**src/sv/crcfd_pkg.sv**
```systemverilog
// ----------------------------------------------------------------------------
// crcfd_pkg: shared types and constants for the CRC32 frame deframer
// Item structs for both channels, verdict codes and the bytewise CRC32 step.
// ----------------------------------------------------------------------------
package crcfd_pkg;

  localparam logic [31:0] CRC_POLY        = 32'hEDB8_8320;
  localparam logic [31:0] CRC_ALL_ONES    = 32'hFFFF_FFFF;
  localparam logic [3:0]  NIBBLE_MASK     = 4'hF;
  localparam logic [9:0]  MIN_FRAME_BYTES = 10'd12;
  localparam logic [7:0]  HDR_BYTES       = 8'd5;
  localparam logic [8:0]  FIRST_DATA_POS  = 9'd8;
  localparam logic [8:0]  POS_MAX         = 9'd511;
  localparam logic [7:0]  START_RESET     = 8'd170;

  localparam logic KIND_DATA    = 1'b0;
  localparam logic KIND_VERDICT = 1'b1;

  typedef enum logic [2:0] {
    ST_OK        = 3'd0,
    ST_BAD_LEN   = 3'd1,
    ST_BAD_START = 3'd2,
    ST_BAD_HSUM  = 3'd3,
    ST_BAD_CRC   = 3'd4
  } status_t;

  typedef struct packed {
    logic [7:0] rx_byte;
    logic       buffer_end;
  } in_item_t;

  typedef struct packed {
    logic       kind;
    logic [7:0] data_byte;
    logic [2:0] status;
    logic [7:0] source_id;
    logic [7:0] dest_id;
    logic [3:0] is_ack_field;
    logic [3:0] need_ack_field;
    logic [7:0] message_type;
    logic [7:0] message_subtype;
    logic [7:0] data_length;
  } out_item_t;

  // Result handed from the parser to the output register
  typedef struct packed {
    logic      valid;
    out_item_t item;
  } result_t;

  // Reflected CRC32, one byte per call
  function automatic logic [31:0] crc_byte(input logic [31:0] crc, input logic [7:0] b);
    logic [31:0] c;
    c = crc ^ {24'd0, b};
    for (int i = 0; i < 8; i++) begin
      if (c[0]) c = (c >> 1) ^ CRC_POLY;
      else      c = c >> 1;
    end
    return c;
  endfunction

endpackage

```
**src/sv/crcfd_parser.sv**
```systemverilog
// ----------------------------------------------------------------------------
// crcfd_parser: frame state and per-byte decode
// Holds the frame state, updates it on each processed byte and forms the
// forwarded data byte or the end-of-buffer verdict.
// ----------------------------------------------------------------------------
module crcfd_parser (
  input  logic                 clk,
  input  logic                 rst,
  input  logic [7:0]           start_byte,
  input  logic                 step,
  input  crcfd_pkg::in_item_t  item,
  output crcfd_pkg::result_t   result
);
  import crcfd_pkg::*;

  logic [8:0]  byte_count;
  logic [7:0]  size_field;
  logic        start_ok;
  logic        header_sum_ok;
  logic [31:0] crc_accumulator;
  logic [7:0]  fcs_bytes [4];
  logic [7:0]  header_bytes [5];

  logic [7:0]  size_field_next;
  logic        start_ok_next;
  logic        header_sum_ok_next;
  logic [31:0] crc_accumulator_next;
  logic [7:0]  fcs_bytes_next [4];
  logic [7:0]  header_bytes_next [5];
  logic [9:0]  crc_start;
  logic [9:0]  pos_w;
  logic [9:0]  total;
  logic [9:0]  crc_off;
  logic        in_payload;
  logic        in_crc;
  logic        hdr_valid;
  logic        fwd;
  status_t     status;
  logic [7:0]  b;

  assign b     = item.rx_byte;
  assign pos_w = {1'b0, byte_count};
  assign total = pos_w + 10'd1;

  always_comb begin
    size_field_next    = (byte_count == 9'd1) ? b : size_field;
    start_ok_next      = (byte_count == 9'd0) ? (b == start_byte) : start_ok;
    header_sum_ok_next = (byte_count == 9'd2) ? (b == 8'(start_byte + size_field_next))
                                              : header_sum_ok;
    crc_start  = 10'd3 + {2'b00, size_field_next};
    crc_off    = pos_w - crc_start;
    in_payload = (byte_count >= 9'd3) && (pos_w < crc_start);
    in_crc     = (pos_w >= crc_start) && (pos_w < crc_start + 10'd4);

    crc_accumulator_next = in_payload ? crc_byte(crc_accumulator, b) : crc_accumulator;
    for (int i = 0; i < 5; i++) begin
      header_bytes_next[i] = header_bytes[i];
      if (in_payload && (byte_count == 9'(3 + i)))
        header_bytes_next[i] = header_bytes[i] | b;
    end
    for (int i = 0; i < 4; i++) begin
      fcs_bytes_next[i] = fcs_bytes[i];
      if (in_crc && (crc_off[1:0] == 2'(i)))
        fcs_bytes_next[i] = fcs_bytes[i] | b;
    end

    hdr_valid = start_ok_next && header_sum_ok_next && (size_field_next >= HDR_BYTES);
    fwd = hdr_valid && (byte_count >= FIRST_DATA_POS) && in_payload;

    // Verdict in priority order
    if (total < MIN_FRAME_BYTES)                       status = ST_BAD_LEN;
    else if (!start_ok_next)                           status = ST_BAD_START;
    else if (size_field_next < HDR_BYTES)              status = ST_BAD_LEN;
    else if (!header_sum_ok_next)                      status = ST_BAD_HSUM;
    else if (total < {2'b00, size_field_next} + 10'd7) status = ST_BAD_LEN;
    else if ((crc_accumulator_next ^ CRC_ALL_ONES) !=
             {fcs_bytes_next[3], fcs_bytes_next[2],
              fcs_bytes_next[1], fcs_bytes_next[0]})
                                                       status = ST_BAD_CRC;
    else                                               status = ST_OK;

    result = '0;
    if (item.buffer_end) begin
      result.valid       = 1'b1;
      result.item.kind   = KIND_VERDICT;
      result.item.status = status;
      if (status == ST_OK) begin
        result.item.source_id       = header_bytes_next[0];
        result.item.dest_id         = header_bytes_next[1];
        result.item.is_ack_field    = header_bytes_next[2][7:4] & NIBBLE_MASK;
        result.item.need_ack_field  = header_bytes_next[2][3:0] & NIBBLE_MASK;
        result.item.message_type    = header_bytes_next[3];
        result.item.message_subtype = header_bytes_next[4];
        result.item.data_length     = size_field_next - HDR_BYTES;
      end
    end else if (fwd) begin
      result.valid          = 1'b1;
      result.item.kind      = KIND_DATA;
      result.item.data_byte = b;
    end
  end

  always_ff @(posedge clk) begin
    if (rst || (step && item.buffer_end)) begin
      byte_count      <= '0;
      size_field      <= '0;
      start_ok        <= 1'b0;
      header_sum_ok   <= 1'b0;
      crc_accumulator <= CRC_ALL_ONES;
      for (int i = 0; i < 4; i++) fcs_bytes[i] <= '0;
      for (int i = 0; i < 5; i++) header_bytes[i] <= '0;
    end else if (step) begin
      if (byte_count != POS_MAX) byte_count <= byte_count + 9'd1;
      size_field      <= size_field_next;
      start_ok        <= start_ok_next;
      header_sum_ok   <= header_sum_ok_next;
      crc_accumulator <= crc_accumulator_next;
      for (int i = 0; i < 4; i++) fcs_bytes[i] <= fcs_bytes_next[i];
      for (int i = 0; i < 5; i++) header_bytes[i] <= header_bytes_next[i];
    end
  end

endmodule

```
**src/sv/crcfd_out_stage.sv**
```systemverilog
// ----------------------------------------------------------------------------
// crcfd_out_stage: output register
// Holds one result item until the receiver takes it.
// ----------------------------------------------------------------------------
module crcfd_out_stage (
  input  logic                 clk,
  input  logic                 rst,
  input  logic                 load,
  input  crcfd_pkg::result_t   result,
  output logic                 free,
  output logic                 out_valid,
  input  logic                 out_stall,
  output crcfd_pkg::out_item_t out_item
);
  import crcfd_pkg::*;

  // Register is free when empty or being taken this cycle
  assign free = !out_valid || !out_stall;

  always_ff @(posedge clk) begin
    if (rst) begin
      out_valid <= 1'b0;
    end else if (free) begin
      out_valid <= load && result.valid;
    end
  end

  always_ff @(posedge clk) begin
    if (free && load && result.valid) begin
      out_item <= result.item;
    end
  end

endmodule

```
**src/sv/crc32_frame_deframer.sv**
```systemverilog
// ----------------------------------------------------------------------------
// crc32_frame_deframer: SOF/length framed receiver with CRC32 check
// Takes buffer bytes, checks the frame header and payload CRC32, forwards
// payload data bytes and gives a verdict at the end of each buffer.
// ----------------------------------------------------------------------------
// Usage:
//   in_*   : one buffer byte per item, buffer_end set on the buffer's last byte.
//   out_*  : data items (kind 0) for each payload data byte once the header
//            checks out, and one verdict item (kind 1) per buffer.
//   cfg_*  : writes the expected start-of-frame byte; always ready, write it
//            only while no item is in flight.
//   A byte passes from the input register through the decode logic into the
//   output register, where its result is held until the receiver takes it.
//   Throughput is one byte per cycle while the output is not stalled, set by
//   the combinational bytewise CRC32 update between the two registers.
//   Bytes that yield no result still pass through the decode stage.
//   When out_stall is high with a result held, a byte in the input register
//   is kept and in_stall rises; nothing is lost or repeated.
//   Reset clears the frame state, empties both registers and loads the start
//   byte with 170. After each verdict the frame state returns to reset.
// ----------------------------------------------------------------------------
module crc32_frame_deframer (
  input  logic                 clk,
  input  logic                 rst,
  input  logic                 cfg_valid,
  output logic                 cfg_ready,
  input  logic [7:0]           cfg_data,
  input  logic                 in_valid,
  output logic                 in_stall,
  input  crcfd_pkg::in_item_t  in_item,
  output logic                 out_valid,
  input  logic                 out_stall,
  output crcfd_pkg::out_item_t out_item
);
  import crcfd_pkg::*;

  logic [7:0] start_value;
  logic       s1_valid;
  in_item_t   s1_item;
  logic       free;
  logic       advance;
  result_t    result;

  // Configuration: one register, always ready
  assign cfg_ready = 1'b1;

  always_ff @(posedge clk) begin
    if (rst) begin
      start_value <= START_RESET;
    end else if (cfg_valid && cfg_ready) begin
      start_value <= cfg_data;
    end
  end

  // Advance the held byte when the output register can take its result
  assign advance  = s1_valid && free;
  assign in_stall = s1_valid && !advance;

  // Input register: hold while stalled, otherwise take the next item
  always_ff @(posedge clk) begin
    if (rst) begin
      s1_valid <= 1'b0;
    end else if (!in_stall) begin
      s1_valid <= in_valid;
    end
  end

  always_ff @(posedge clk) begin
    if (!in_stall && in_valid) begin
      s1_item <= in_item;
    end
  end

  crcfd_parser u_parser (
    .clk        (clk),
    .rst        (rst),
    .start_byte (start_value),
    .step       (advance),
    .item       (s1_item),
    .result     (result)
  );

  crcfd_out_stage u_out (
    .clk       (clk),
    .rst       (rst),
    .load      (advance),
    .result    (result),
    .free      (free),
    .out_valid (out_valid),
    .out_stall (out_stall),
    .out_item  (out_item)
  );

endmodule
```
**config.mk**
```make
export PLATFORM = sky130hd
export DESIGN_NAME = crc32_frame_deframer
export DESIGN_NICKNAME = d
export VERILOG_FILES = /design/src/sv/crcfd_pkg.sv /design/src/sv/crcfd_parser.sv /design/src/sv/crcfd_out_stage.sv /design/src/sv/crc32_frame_deframer.sv
export SDC_FILE = /design/constraint.sdc
export NUM_CORES = 1
export LEC_CHECK = 0
export ABC_AREA = 1
export BUFFER_PORTS_ARGS = -buffer_cell sky130_fd_sc_hd__buf_2
export CAP_MARGIN = 20
export CORE_UTILIZATION = 40
export DETAILED_ROUTE_END_ITERATION = 12
export PLACE_DENSITY = 0.61
export SYNTH_ARGS = -nofsm -noshare
export SYNTH_HDL_FRONTEND = slang
export SYNTH_SLANG_ARGS = --single-unit
```
**constraint.sdc**
```tcl
create_clock -name clk -period 5.9 [get_ports clk]
set_clock_uncertainty 0.05 [all_clocks]
set_input_delay 1.475 -clock clk [delete_from_list [all_inputs] [get_ports clk]]
set_output_delay 1.475 -clock clk [all_outputs]
set_load 0.005 [all_outputs]
```
==> results of run 1 <==
[power breakdown]
part           switching [W]  internal, W
clock network       0.000616     0.000903
registers          0.0000430      0.00159
logic               0.000774     0.000390
total                0.00143      0.00288
[per-stage QoR]
| stage | cells | hold WS (ns) | utilization (%) |
|---|---|---|---|
| 6_report | 1871 | 0.409 | 46.6 |
| 5_1_grt | 1871 | 0.443 | 46.6 |
| 4_1_cts | 1871 | 0.414 | 46.5 |
| 3_5_place_dp | 1829 | 0.399 | 43.8 |
| 3_3_place_gp | 1828 | 0.394 | 43.8 |
| 2_1_floorplan | 1382 | 0.379 | - |
[layout by cell type, fill, tap and decap left out, types with 5 or more instances in the layout]
master	instances
sky130_fd_sc_hd__nand4_1	64
sky130_fd_sc_hd__nor2_1	137
sky130_fd_sc_hd__nand2_2	10
sky130_fd_sc_hd__buf_4	21
sky130_fd_sc_hd__nor2_2	21
sky130_fd_sc_hd__clkbuf_16	23
sky130_fd_sc_hd__buf_2	84
sky130_fd_sc_hd__o21ai_1	8
sky130_fd_sc_hd__edfxtp_1	141
sky130_fd_sc_hd__o22ai_1	23
sky130_fd_sc_hd__o21bai_1	9
sky130_fd_sc_hd__ha_1	38
sky130_fd_sc_hd__nand3_1	52
sky130_fd_sc_hd__xnor2_1	30
sky130_fd_sc_hd__nor3_1	13
sky130_fd_sc_hd__inv_1	191
sky130_fd_sc_hd__nand2_1	279
sky130_fd_sc_hd__o211ai_1	5
sky130_fd_sc_hd__clkbuf_1	8
sky130_fd_sc_hd__xor2_1	66
sky130_fd_sc_hd__a22oi_1	18
sky130_fd_sc_hd__a21oi_1	89
sky130_fd_sc_hd__inv_2	15
sky130_fd_sc_hd__o21ai_0	25
sky130_fd_sc_hd__dfxtp_1	61
[sequential cells by signal, indices dropped and copies added (netlist names)]
name and cells:
u_parser.size_field 8, u_parser.crc_accumulator 32, u_parser.byte_count 9, s1_item 9, u_parser.header_bytes 40, u_out.out_item 60
u_parser.start_ok 1, u_out.out_valid 1, u_parser.header_sum_ok 1, s1_valid 1, u_parser.fcs_bytes 32, start_value 8
[final cells by class]
| type | count | area (um2) |
|---|---|---|
| clock buffers | 31 | 606 |
| clock inverters | 11 | 175 |
| fillers | 2789 | 15300 |
| inverters | 207 | 778 |
| multi-input cells | 924 | 5150 |
| flip-flops and latches | 202 | 5460 |
| well taps | 384 | 480 |
| repair buffers | 112 | 696 |
[cell families (layout without fill, tap and decap cells)]
kind of cell / count (synthesis) / after routing / share of synthesized area [%]
buf+inv: 256 / 361 / 8.88
xor+xnor: 98 / 98 / 7.61
fa+ha+maj: 39 / 39 / 4.26
compound gates: 189 / 189 / 9.39
simple gates: 597 / 597 / 22.9
other cells: 1 / 1 / 0.0323
flops: 202 / 202 / 46.9
[final timing paths]
| check | slack, ns | startpoint | cells after the start | end |
|---|---|---|---|---|
| hold reg to reg | 0.41 | u_parser.start_ok | 2 | u_parser.start_ok |
| hold / removal | 0.41 | u_parser.start_ok | 2 | u_parser.start_ok |
| setup / recovery | 0.49 | u_parser.byte_count[1] | 31 | u_out.out_item[41] |
| setup reg to reg | 0.49 | u_parser.byte_count[1] | 31 | u_out.out_item[41] |
[layer usage]
metal  wire [um]  vias to the layer above  share of wire (%)
li1            -                     4737                  -
met1       15000                     4478                 46
met2       14200                      322                 44
met4        1100                        0                3.4
met5           0                        -                  0
met3        2160                       65                6.7
[worst max-delay path: cells and delay by family (launching register included)]
| kind | cells | cell delay [ns] |
|---|---|---|
| DFF | 1 | 0.36 |
| buffers and inverters | 5 | 0.92 |
| and+or+nand+nor | 17 | 2.10 |
| xor gates and xnor gates | 1 | 0.16 |
| adders and majority gates | 3 | 0.70 |
| AOI/OAI and AO/OA | 5 | 0.89 |
==> flow_summary_export.csv, run 1 <==
group,metric,value,unit
floorplan,die-height,172,um
placement,numPortBuffers,83,
grt,gr-usage-met2,34.8,%
grt,globalRouteMet3Util,3.82,%
setup_path,cp_max_fo,41,
sta,timing.final.hold_violations,0,
synth,synth-edff-count,141,
sta,report.final.slew_viol_count,0,
grt,grt_pass1_vias,9164,
placement,globalplace.congestion,0.918,
clocking,clkSinkCount,202,
grt,gr-max-usage-layer,"met2",
cells_and_area,area_overhead_vs_synth,14.8,%
cells_and_area,antennaDiodeCount,0,
synth,synth_largest_type_area_fraction,36.4,%
synth,most_repeated_cell_in_the_gate_level_netlist_after_synthesis,"sky130_fd_sc_hd__nand2_1",
setup_path,slowest_delay,0.36,ns
floorplan,die_area,29700,um2
floorplan,chipWidth,172,um
clocking,cts_root_buf,"sky130_fd_sc_hd__clkbuf_16",
route,drtAntennaViolNets,0,
synth,postSynthRegisterBits,202,
synth,synthesis.area,11600,um2
sta,setup_slack,0.492,ns
power,static-leakage-power,6.02,nW
sta,fmaxAchievable,0.185,GHz
route,drc,0,
clocking,cts_tree,"yes",
setup_path,worst_setup_path_end_kind,"flop",
setup_path,worst-setup-path-type,"flop to flop",
synth,yosysSeqAreaShare,46.9,%
clocking,ctsResizeCount,0,
setup_path,worstPathArrival,5.75,ns
placement,postPlaceCellArea,12500,um2
cells_and_area,finalInstanceArea,13300,um2
power,power_per_cell_area,323,nW/um2
clocking,htree_levels,1,
clocking,insertion_delay,0.54,ns
grt,grt_util_met1,31.6,%
grt,grt.total_usage,22.6,%
worst_hold_path,hold_path_class,"flop to flop",
placement,place.detailed.hpwl,22.3,mm
grt,grt_start_max_net_pins,63,
synth,ys_types,46,
placement,pre_cts_ws,0.407,ns
sta,worstMarginPinSlew,1.06,ns
clocking,hold_buffers,0,
route,avgViaCountPerCell,5.13,
floorplan,initial_utilization,40.6,%
synth,synth_async_sr_flop_share,0,%
synth,post_synth_main_area_contributors,"sky130_fd_sc_hd__edfxtp_1 (36%), sky130_fd_sc_hd__dfxtp_1 (11%), sky130_fd_sc_hd__nand2_1 (9.0%)",
floorplan,num_rows,62,
sta,setup_repair_after_global_routing_missed_its_margin,"false",
setup_path,timing.critical_path.required,6.24,ns
run,maxCapViolCount,0,
sta,period_minus_slack,5.41,ns
cells_and_area,nNetsFinal,1531,
clocking,cts-root-to-sink-buffers,3,
synth,syn_nets,1443,
synth,synthCells,1382,
sta,setup_tns,0,ns
grt,grt.overflow.total,0,
synth,post-synth-top-area-cell,"sky130_fd_sc_hd__edfxtp_1",
route,wire_per_inst,17.3,um
synth,synth.avg_cell_area,8.41,um2
clocking,tritoncts.num_buffers,23,
synth,synth-warning-count,0,
grt,grt_first_pass_wirelength,51.1,mm
status,run_status,"complete, no violations",
clocking,worst_setup_hold_path_clk_slew,0.06,ns
route,vias,9602,
sta,final-setup-viol-count,0,
clocking,postCtsSetupRepairBufs,0,
power,report.power.total,0.00432,W
sta,relSlewSlack,29.3,%
grt,number_of_antenna_violations_at_the_first_check_in_global_routing,0,
setup_path,timing.critical_path.slowest_stage_cell,"sky130_fd_sc_hd__dfxtp_1",
route,drt-initial-drc-count,732,
power,power.ir.vdd_worst,0.000212,V
synth,synthTopCellsByCount,"sky130_fd_sc_hd__nand2_1 (280), sky130_fd_sc_hd__inv_1 (192), sky130_fd_sc_hd__edfxtp_1 (141)",
floorplan,io-pin-count,85,
setup_path,critPathMostFrequentCell,"sky130_fd_sc_hd__nand2_1",
setup_path,worstSetupStartpointType,"flop",
synth,dominantRegCellSynth,"sky130_fd_sc_hd__edfxtp_1",
sta,layout_worst_path_cycle_share,91.7,%
route,routed_wirelength,32.4,mm
floorplan,floorplan.core_area,28600,um2
route,router_iterations_before_antenna_repair,5,
cells_and_area,share_of_final_layout_standard_cells_stronger_than_drive_strength_1,14.3,%
No activity file was read; power rests on OpenSTA's default activity.
==> run 2, diff against run 1 <==
==> constraint.sdc (replaced) <==
create_clock -name clk -period 6.5 [get_ports clk]
set_clock_uncertainty 0.05 [all_clocks]
set_input_delay 1.3 -clock clk [delete_from_list [all_inputs] [get_ports clk]]
set_output_delay 1.3 -clock clk [all_outputs]
set_load 0.005 [all_outputs]
==> flow_summary_export.csv, run 2 (same netlist as run 1, synthesis figures left out) <==
group,metric,value,unit
status,run_status,"complete, no violations",
placement,numPortBuffers,83,
clocking,worst_setup_hold_path_clk_slew,0.07,ns
setup_path,critPathMostFrequentCell,"sky130_fd_sc_hd__nand2_1",
sta,fmaxAchievable,0.176,GHz
grt,grt_pass1_vias,9031,
clocking,ctsResizeCount,0,
floorplan,num_rows,62,
power,power.ir.vdd_worst,0.000196,V
setup_path,reg2reg_depth,32,
power,power_per_cell_area,289,nW/um2
clocking,hold_buffers,0,
cells_and_area,antennaDiodeCount,0,
clocking,cts_root_buf,"sky130_fd_sc_hd__clkbuf_16",
floorplan,floorplan.core_area,28600,um2
setup_path,worstPathArrival,6.03,ns
route,router_iterations_before_antenna_repair,5,
grt,grt_start_max_net_pins,63,
clocking,insertion_delay,0.54,ns
setup_path,worst_setup_path_end_kind,"flop",
cells_and_area,area_overhead_vs_synth,14.3,%
floorplan,die_area,29700,um2
sta,setup_tns,0,ns
route,drtAntennaViolNets,0,
setup_path,regToRegSetupSlack,0.81,ns
floorplan,initial_utilization,40.6,%
clocking,clkSinkCount,202,
clocking,tritoncts.num_buffers,24,
cells_and_area,nNetsFinal,1532,
clocking,cts_tree,"yes",
sta,timing.final.hold_violations,0,
worst_hold_path,worst_hold_startpoint,"u_parser.start_ok",
clocking,htree_levels,1,
cells_and_area,layout_top_registers,"u_out.out_item: 60 flops, u_parser.header_bytes: 40 flops",
route,wire_per_inst,17.1,um
setup_path,slowest_delay,0.46,ns
worst_hold_path,hold_path_class,"flop to flop",
worst_hold_path,min_to,"u_parser.start_ok",
grt,grt_first_pass_wirelength,50.1,mm
setup_path,timing.critical_path.slowest_stage_cell,"sky130_fd_sc_hd__buf_4",
route,vias,9593,
sta,worstMarginPinSlew,1.05,ns
cells_and_area,largest_register_ff_count,60,
route,avgViaCountPerCell,5.12,
cells_and_area,finish.cell_count_without_fillers,1873,
sta,report.final.slew_viol_count,0,
grt,grt.total_usage,22.0,%
floorplan,chipWidth,172,um
floorplan,die-height,172,um
cells_and_area,share_of_final_layout_standard_cells_stronger_than_drive_strength_1,14.4,%
cells_and_area,most_common_cell_after_layout_fill_and_taps_aside,"sky130_fd_sc_hd__nand2_1",
grt,number_of_antenna_violations_at_the_first_check_in_global_routing,0,
placement,globalplace.congestion,0.901,
grt,grt.overflow.total,0,
clocking,cts-root-to-sink-buffers,3,
sta,relSlewSlack,29.9,%
sta,period_minus_slack,5.69,ns
setup_path,timing.critical_path.required,6.84,ns
placement,numPlacedInstances,1829,
clocking,postCtsSetupRepairBufs,0,
setup_path,worst-setup-path-type,"flop to flop",
route,drc,0,
sta,setup_repair_after_global_routing_missed_its_margin,"false",
power,static-leakage-power,6.00,nW
setup_path,cp_max_fo,47,
sta,final-setup-viol-count,0,
run,maxCapViolCount,0,
setup_path,crit-reg2reg-capture,"u_out.out_item[44]",
sta,layout_worst_path_cycle_share,87.6,%
setup_path,worstSetupStartpointType,"flop",
cells_and_area,most-common-layout-cells,"sky130_fd_sc_hd__nand2_1 (279), sky130_fd_sc_hd__inv_1 (191), sky130_fd_sc_hd__edfxtp_1 (141)",
cells_and_area,max_flop_register,"u_out.out_item",
setup_path,r2r_start,"u_parser.byte_count[1]",
floorplan,io-pin-count,85,
route,routed_wirelength,32.0,mm
route,drt-initial-drc-count,736,
placement,place.detailed.hpwl,21.9,mm
worst_hold_path,hold_depth,2,
run 2: changes by cell type in the layout (fill, tap and decap cells not counted), sizes merged:
cell,previous run,this run
clkbuf,31,36
clkinvlp,1,2
inv,207,206
clkinv,6,7
bufinv,4,0
run 2: area by class of cell:
type | instances | area [um2]
tap | 384 | 480
clock inverter | 8 | 67.6
multi-input combinational | 924 | 5150
inverter | 207 | 778
clock buffer | 36 | 707
fill | 2800 | 15300
sequential | 202 | 5460
timing repair buffer | 112 | 646
run 2: worst max-delay path, delay by kind of cell, from the launching register on:
kind | cells | cell delay [ns]
buffers and inverters | 6 | 1.38
adders and majority gates | 2 | 0.49
and+or+nand+nor | 21 | 2.61
DFF | 1 | 0.36
AOI/OAI and AO/OA | 3 | 0.61
run 2: routing by layer:
metal	vias up	global-route usage, %	part of all wire, %
li1	4753	-	-
met1	4488	30.0	46
met2	296	35.5	45
met3	56	3.89	6.4
met4	0	6.81	2.6
met5	-	0	0
run 2: power breakdown:
part / leakage [nW] / switching, W / internal (W)
clock: 0.372 / 0.000555 / 0.000756
sequential: 1.94 / 0.0000375 / 0.00144
combinational: 3.69 / 0.000700 / 0.000341
total: 6.00 / 0.00129 / 0.00254
run 2: worst max path at each step:
stage	startpoint	endpoint	cells after the start
floorplan	u_parser.byte_count[1]	u_out.out_item[0]	20
global placement	u_parser.byte_count[1]	u_out.out_item[35]	33
detailed placement	u_parser.byte_count[1]	u_out.out_item[24]	33
CTS	u_parser.byte_count[1]	u_out.out_item[44]	33
global route	u_parser.byte_count[1]	u_out.out_item[24]	33
finish	u_parser.byte_count[1]	u_out.out_item[44]	32
run 2: metrics by stage:
step	power, W	utilization, %	area, um2	hold WS (ns)	worst slack (ns)
finish	0.00383	46.4	13300	0.425	0.806
global route	0.00402	46.4	13300	0.438	0.197
CTS	0.00385	46.4	13300	0.417	0.813
detailed placement	0.00253	43.7	12500	0.401	0.936
global placement	0.00253	43.7	12500	0.392	1.08
floorplan	0.00227	-	11600	0.379	1.46
==> run 3, diff against run 2 <==
==> constraint.sdc (replaced) <==
create_clock -name clk -period 5.3 [get_ports clk]
set_clock_uncertainty 0.05 [all_clocks]
set_input_delay 1.06 -clock clk [delete_from_list [all_inputs] [get_ports clk]]
set_output_delay 1.06 -clock clk [all_outputs]
set_load 0.005 [all_outputs]
==> flow_summary_export.csv, run 3 (same netlist as run 1, synthesis figures left out) <==
group,metric,value,unit
route,vias,9768,
clocking,htree_levels,1,
cells_and_area,share_of_final_layout_standard_cells_stronger_than_drive_strength_1,15.4,%
route,routed_wirelength,32.8,mm
cells_and_area,largest_register_ff_count,60,
clocking,insertion_delay,0.55,ns
setup_path,timing.critical_path.slowest_stage_cell,"sky130_fd_sc_hd__dfxtp_1",
placement,place.detailed.hpwl,22.4,mm
setup_path,worstPathArrival,5.25,ns
setup_path,critPathMostFrequentCell,"sky130_fd_sc_hd__nand2_1",
cells_and_area,antennaDiodeCount,0,
sta,final-setup-viol-count,0,
route,wire_per_inst,17.4,um
floorplan,die-height,172,um
floorplan,floorplan.core_area,28600,um2
sta,layout_worst_path_cycle_share,92.4,%
run,maxCapViolCount,0,
worst_hold_path,hold_path_class,"flop to flop",
route,avgViaCountPerCell,5.18,
route,router_iterations_before_antenna_repair,5,
cells_and_area,nNetsFinal,1543,
sta,relSlewSlack,26.3,%
clocking,tritoncts.num_buffers,24,
power,static-leakage-power,6.09,nW
setup_path,worstSetupStartpointType,"flop",
status,run_status,"complete, no violations",
cells_and_area,most_common_cell_after_layout_fill_and_taps_aside,"sky130_fd_sc_hd__nand2_1",
sta,worstMarginPinSlew,1.10,ns
clocking,worst_setup_hold_path_clk_slew,0.06,ns
setup_path,slowest_delay,0.41,ns
grt,grt.overflow.total,0,
cells_and_area,most-common-layout-cells,"sky130_fd_sc_hd__nand2_1 (279), sky130_fd_sc_hd__inv_1 (191), sky130_fd_sc_hd__edfxtp_1 (141)",
placement,numPortBuffers,83,
setup_path,worst-setup-path-type,"flop to flop",
grt,grt_pass1_vias,9318,
cells_and_area,finalInstanceArea,13500,um2
sta,setup_tns,0,ns
route,drtAntennaViolNets,0,
route,drc,0,
sta,timing.final.hold_violations,0,
clocking,cts_root_buf,"sky130_fd_sc_hd__clkbuf_16",
cells_and_area,max_flop_register,"u_out.out_item",
floorplan,num_rows,62,
setup_path,timing.critical_path.required,5.65,ns
sta,period_minus_slack,4.90,ns
cells_and_area,fillers,2711,
clocking,cts_tree,"yes",
clocking,cts-root-to-sink-buffers,3,
clocking,postCtsSetupRepairBufs,0,
floorplan,io-pin-count,85,
floorplan,die_area,29700,um2
placement,globalplace.congestion,0.942,
setup_path,worst_setup_path_end_kind,"flop",
grt,grt_first_pass_wirelength,51.1,mm
grt,grt.total_usage,22.7,%
power,power_per_cell_area,357,nW/um2
cells_and_area,area_overhead_vs_synth,15.9,%
floorplan,chipWidth,172,um
sta,report.final.slew_viol_count,0,
grt,number_of_antenna_violations_at_the_first_check_in_global_routing,0,
clocking,clkSinkCount,202,
grt,grt_start_max_net_pins,62,
sta,fmaxAchievable,0.204,GHz
floorplan,initial_utilization,40.6,%
cells_and_area,layout_top_registers,"u_out.out_item: 60 flops, u_parser.header_bytes: 40 flops",
setup_path,cp_max_fo,48,
route,drt-initial-drc-count,623,
sta,setup_repair_after_global_routing_missed_its_margin,"false",
power,power.ir.vdd_worst,0.000233,V
placement,postPlaceCellArea,12700,um2
==> run 3: cell types whose count changed in the layout (fill, tap and decap cells not counted), sizes merged <==
cell and delta:
buf +11, bufinv +2, clkbuf -6, clkinv +2, clkinvlp +2
==> run 3: stage by stage <==
| stage | hold slack, ns | utilization, % | total power [W] | cells | worst slack (ns) |
|---|---|---|---|---|---|
| 2_1_floorplan | 0.379 | - | 0.00278 | 1382 | 0.258 |
| 3_3_place_gp | 0.394 | 44.2 | 0.00315 | 1840 | 0.345 |
| 3_5_place_dp | 0.398 | 44.2 | 0.00316 | 1840 | 0.219 |
| 4_1_cts | 0.414 | 47.0 | 0.00482 | 1884 | 0.215 |
| 5_1_grt | 0.442 | 47.1 | 0.00505 | 1884 | 0.0145 |
| 6_report | 0.418 | 47.1 | 0.00481 | 1884 | 0.402 |
==> run 3: power breakdown <==
group / internal, W / total [W] / leakage, nW / switching [W]
registers: 0.00177 / 0.00181 / 1.94 / 0.0000420
clock network: 0.000957 / 0.00166 / 0.377 / 0.000703
logic: 0.000454 / 0.00134 / 3.78 / 0.000889
==> run 3: path summary, 6_finish.rpt <==
path                                from                     end  slack (ns)  cells past startpoint
hold reg to reg   u_parser.header_sum_ok  u_parser.header_sum_ok        0.42                      2
setup / recovery  u_parser.byte_count[5]      u_out.out_item[20]        0.40                     32
hold / removal    u_parser.header_sum_ok  u_parser.header_sum_ok        0.42                      2
setup reg to reg  u_parser.byte_count[5]      u_out.out_item[20]        0.40                     32
==> run 3: layout make-up <==
cell class / count / area, um2 / share of cell area [%]
clock buffer: 30 / 633 / 4.70
clock inverter: 14 / 163 / 1.21
inverter: 207 / 778 / 5.78
multi-input combinational: 924 / 5170 / 38.4
sequential: 202 / 5460 / 40.5
tap: 384 / 480 / 3.57
timing repair buffer: 123 / 791 / 5.87
==> run 3: worst max-delay path: cells and delay by family, from the launching register on <==
kind	cells	cell delay [ns]
fa+ha+maj	2	0.44
compound gates	6	0.86
simple gates	18	2.11
buf+inv	6	0.82
flops	1	0.41
==> run 3: metal layers <==
| metal | GRT usage (%) | part of all wire, % |
|---|---|---|
| met5 | 0 | 0 |
| met4 | 8.54 | 3.3 |
| met3 | 3.11 | 6.1 |
| met2 | 35.9 | 45 |
| met1 | 31.4 | 46 |
==> run 3: what timing repair did <==
action / 4_1_cts / 5_1_grt
resized for setup: 0 / 6
hold buffers: 0 / 0
endpoints found under the setup margin: 0 / 49
